[src/design/aou_sqrt.sv]
// Pipelined integer square root of a 64-bit value, one root bit per stage.
// No dependencies; a side tag travels with each value.
module aou_sqrt #(
  parameter int TAG_W = 1
) (
  input  logic             clk,
  input  logic             rst,
  input  logic             en,
  input  logic             in_valid,
  input  logic [63:0]      x,
  input  logic [TAG_W-1:0] tag,
  output logic             out_valid,
  output logic [31:0]      root,
  output logic [TAG_W-1:0] out_tag
);

  logic             vld [33];
  logic [33:0]      rem [33];
  logic [31:0]      rt  [33];
  logic [63:0]      xs  [33];
  logic [TAG_W-1:0] tg  [33];

  always_ff @(posedge clk) begin
    if (rst) begin
      vld[0] <= 1'b0;
    end else if (en) begin
      vld[0] <= in_valid;
    end
  end

  always_ff @(posedge clk) begin
    if (en) begin
      rem[0] <= '0;
      rt[0]  <= '0;
      xs[0]  <= x;
      tg[0]  <= tag;
    end
  end

  for (genvar k = 1; k <= 32; k++) begin : g_step
    logic [35:0] t;
    logic [35:0] tst;
    logic        ge;
    logic [35:0] diff;

    assign t    = {rem[k-1], xs[k-1][63:62]};
    assign tst  = {2'b00, rt[k-1], 2'b01};
    assign ge   = t >= tst;
    assign diff = t - tst;

    always_ff @(posedge clk) begin
      if (rst) begin
        vld[k] <= 1'b0;
      end else if (en) begin
        vld[k] <= vld[k-1];
      end
    end

    always_ff @(posedge clk) begin
      if (en) begin
        rem[k] <= ge ? diff[33:0] : t[33:0];
        rt[k]  <= {rt[k-1][30:0], ge};
        xs[k]  <= {xs[k-1][61:0], 2'b00};
        tg[k]  <= tg[k-1];
      end
    end
  end

  assign out_valid = vld[32];
  assign root      = rt[32];
  assign out_tag   = tg[32];

endmodule

[config.mk]
export PLATFORM = sky130hd
export DESIGN_NAME = aou_sqrt
export DESIGN_NICKNAME = d
export VERILOG_FILES = /design/src/design/aou_sqrt.sv
export SDC_FILE = /design/constraint.sdc
export NUM_CORES = 2
export LEC_CHECK = 0
export BUFFER_PORTS_ARGS = -buffer_cell sky130_fd_sc_hd__buf_2
export CORE_UTILIZATION = 55
export DETAILED_ROUTE_END_ITERATION = 16
export PLACE_DENSITY = 0.71
export SLEW_MARGIN = 25
export SYNTH_ARGS = -nofsm -noshare
export SYNTH_HDL_FRONTEND = slang
export SYNTH_MEMORY_MAX_BITS = 65536
export SYNTH_SLANG_ARGS = --single-unit
[constraint.sdc]
create_clock -name clk -period 3.73 [get_ports clk]
set_input_delay 0.5595 -clock clk [delete_from_list [all_inputs] [get_ports clk]]
set_output_delay 0.5595 -clock clk [all_outputs]
set_load 0.005 [all_outputs]
==> results.yml <==
status:
  outcome: "completed"
routing:
  drc: 0
  via_per_inst: 5.64
  drt_iter0_drc: 5563
  wl_um: 246000
  vias: 72900
  ant_nets: 0
  route.detailed.wl_per_inst_um: 19.1
  dr.pass1.iters: 8
hold_path:
  hold_path_class: "input pin to register"
final_layout:
  n_fill_cell: 16500
  finish.utilization_pct: 62.4
  drive_above_1_share_pct: 9.09
  nNetsFinal: 10400
  area_growth_pct: 12.7
floorplanning:
  die_w_um: 473
  core_sq_um: 220000
  pin_count: 103
  num_rows: 172
  die_height_um: 473
  start_util_pct: 55.4
  dieArea_sq_um: 223000
sta:
  rsz0062_at_grt: "no"
  fmax_mhz: 277
  period_share_pct: 96.9
  period_needed_ns: 3.61
  hold_viol_final: 0
  worst_slew_pin_slew_ns: 0.916
  tns_ns: 0
  fin_skew_ns: 0.0921
  slew_headroom_pct: 38.9
  setup_violations: 0
  drv_slew: 0
worst_setup_path:
  worstPathMaxFanout: 39
  critPathCaptureType: "register"
  cp.arrival_ns: 4.27
  cp.required_ns: 4.39
  critical_path_class: "register to register"
  start_kind: "register"
yosys:
  synth.area.top_cells: "edfxtp_1 (65%), ha_1 (5.8%), xnor2_1 (3.4%)"
  synth_nets: 9884
  synth_top_area_cell: "edfxtp_1"
  ys.flop_type: "edfxtp_1"
  synth_top_area_share_pct: 65.4
  yosysWarningCount: 0
  synthSimpleGateAreaFrac_pct: 9.81
  seq_area_frac_synth_pct: 65.4
  async_flop_share_pct: 0
  synth_xor_area_share_pct: 6.08
  synth_edf_count: 2653
  synth-seq-cells: 2653
  synth-compound-area-share_pct: 9.38
  postSynthAreaPerCell_sq_um: 13.2
  muxShareOfSynthArea_pct: 0.798
  syn_inst: 9253
  syn_area_sq_um: 122000
  synth_top_family_by_area: "simple AND/OR/NAND/NOR gates"
  synthAdderAreaFrac_pct: 5.77
  synth.distinct_cells: 94
clock_tree:
  clk_pin_slew_worst_paths_ns: 0.06
  clk_latency_ns: 0.95
  htreeDepth: 5
  cts_buffers: 293
  root_buffer: "clkbuf_16"
  cts_sinks: 2653
  cts_tree: "built"
  max-clock-path-buffers: 4
grt:
  grt_remaining_overflow: 0
  grt_pass1_vias: 72000
  antenna_found_initial: 5
  grtUsageMet1_pct: 27.9
  gr-max-usage-layer: "met2"
  grtUsageMet3_pct: 3.00
  grt_max_degree: 145
  grt_pass1_wl_um: 389000
  grt_usage_pct: 21.9
  use_met2_pct: 38.3
pwr:
  power_density_nw_per_um2: 610
  ir_drop_mv: 0.483
  p_leak_nw: 52.5
run:
  drv_cap: 0
place:
  port_buffers: 102
  place.gp.congestion: 0.899
  dpl.hpwl_um: 177000
==> cell usage in the layout (no fill, tap or decap), types with 50 or more instances in the layout <==
cell	synthesis	layout
nand2_1	550	550
mux2_2	81	81
a21oi_1	602	602
or3_1	80	80
o21ai_0	427	424
buf_4	3	177
clkinv_1	2	62
nand2b_1	108	108
nand4_1	119	119
xnor2_1	472	472
nor2b_1	78	78
or2_2	50	50
o21a_1	93	93
dlygate4sd3_1	0	67
nor4_1	108	108
clkbuf_1	160	53
nor2_1	579	578
and2_1	56	56
and3_1	50	50
xor2_1	374	374
a21o_1	249	249
ha_1	562	562
inv_1	706	706
a31oi_1	64	64
clkbuf_16	0	298
edfxtp_1	2653	2653
nand3_1	170	170
nor3_1	222	218
buf_2	6	101
==> repair_timing <==
action	in CTS	in global routing
resized for setup	0	12
endpoints found under the setup margin	0	36
setup buffers	0	2
hold buffers	66	1
endpoints found under the hold margin	66	1
==> registers in the layout, summed over array words and instances, names as in the netlist <==
signal and count:
vld 33, rt 528, rem 1003, xs 1056
tg 33
==> final cells by class <==
class / count / area [sq um] / area share [%]
Clock buffer: 351 / 7660 / 5.58
Tap cell: 2958 / 3700 / 2.70
Clock inverter: 157 / 1340 / 0.976
Sequential cell: 2653 / 79700 / 58.0
Inverter: 712 / 2670 / 1.95
Antenna cell: 2 / 5.00 / 0.00364
Timing Repair Buffer: 386 / 3330 / 2.42
Multi-Input combinational cell: 5706 / 38900 / 28.4
==> cells by family (layout without fill, tap and decap cells) <==
logic type	Yosys count	after routing
AOI/OAI and AO/OA	1841	1841
xor gates and xnor gates	846	846
adders and majority gates	562	562
buffers and inverters	894	1606
DFF	2653	2653
muxes	87	87
other	1	3
and+or+nand+nor	2369	2369
==> path summary, 6_finish.rpt <==
| path | from | endpoint | slack (ns) | cells after the start |
|---|---|---|---|---|
| worst min register to register | xs[0][1394] | xs[0][1460] | 0.38 | 0 |
| worst min-delay path | rst | vld[1] | 0.10 | 3 |
| worst max register to register | rem[0][634] | rem[0][647] | 0.12 | 7 |
| worst max-delay path | rem[0][634] | rem[0][647] | 0.12 | 7 |
==> Yosys cell counts, types with 78 or more instances <==
master       n
mux2_2      81
nand3_1    170
nor2_1     579
nor4_1     108
o21ai_0    427
nand2_1    550
inv_1      706
edfxtp_1  2653
a21o_1     249
xor2_1     374
nand2b_1   108
nor3_1     222
xnor2_1    472
nor2b_1     78
clkbuf_1   160
nand4_1    119
ha_1       562
o21a_1      93
a21oi_1    602
or3_1       80
==> per-layer routing <==
layer,up-vias,part of all wire [%]
met4,4,3.3
met3,534,4.2
met1,35200,42
met5,-,0.014
li1,35400,-
met2,1759,50
==> power breakdown <==
part	leakage (nW)	switching [mW]	internal (mW)
sequential	25.6	2.44	37.5
clock	4.39	11.2	16.0
combinational	22.5	9.49	7.11
==> worst max-delay path, cell delays in order (launching register included) <==
cell	delay (ns)
edfxtp_1	0.44
or4_1	0.58
or4b_1	0.52
or3_1	0.34
or3_1	0.45
nor4_4	0.36
buf_12	0.24
mux2i_1	0.43
==> metrics by stage <==
| stage | setup WS, ns | instances | hold slack (ns) | instance area, sq um | power [mW] |
|---|---|---|---|---|---|
| 2_1_floorplan | 0.343 | 9253 | 0.400 | 122000 | 51.4 |
| 3_3_place_gp | 0.122 | 12300 | 0.400 | 128000 | 56.6 |
| 3_5_place_dp | 0.0956 | 12300 | 0.405 | 128000 | 56.9 |
| 4_1_cts | 0.0758 | 12900 | 0.0359 | 137000 | 84.5 |
| 5_1_grt | 0.00374 | 12900 | 0.0646 | 137000 | 87.8 |
| 6_report | 0.117 | 12900 | 0.103 | 137000 | 83.8 |
No activity file was read; power rests on OpenSTA's default activity.
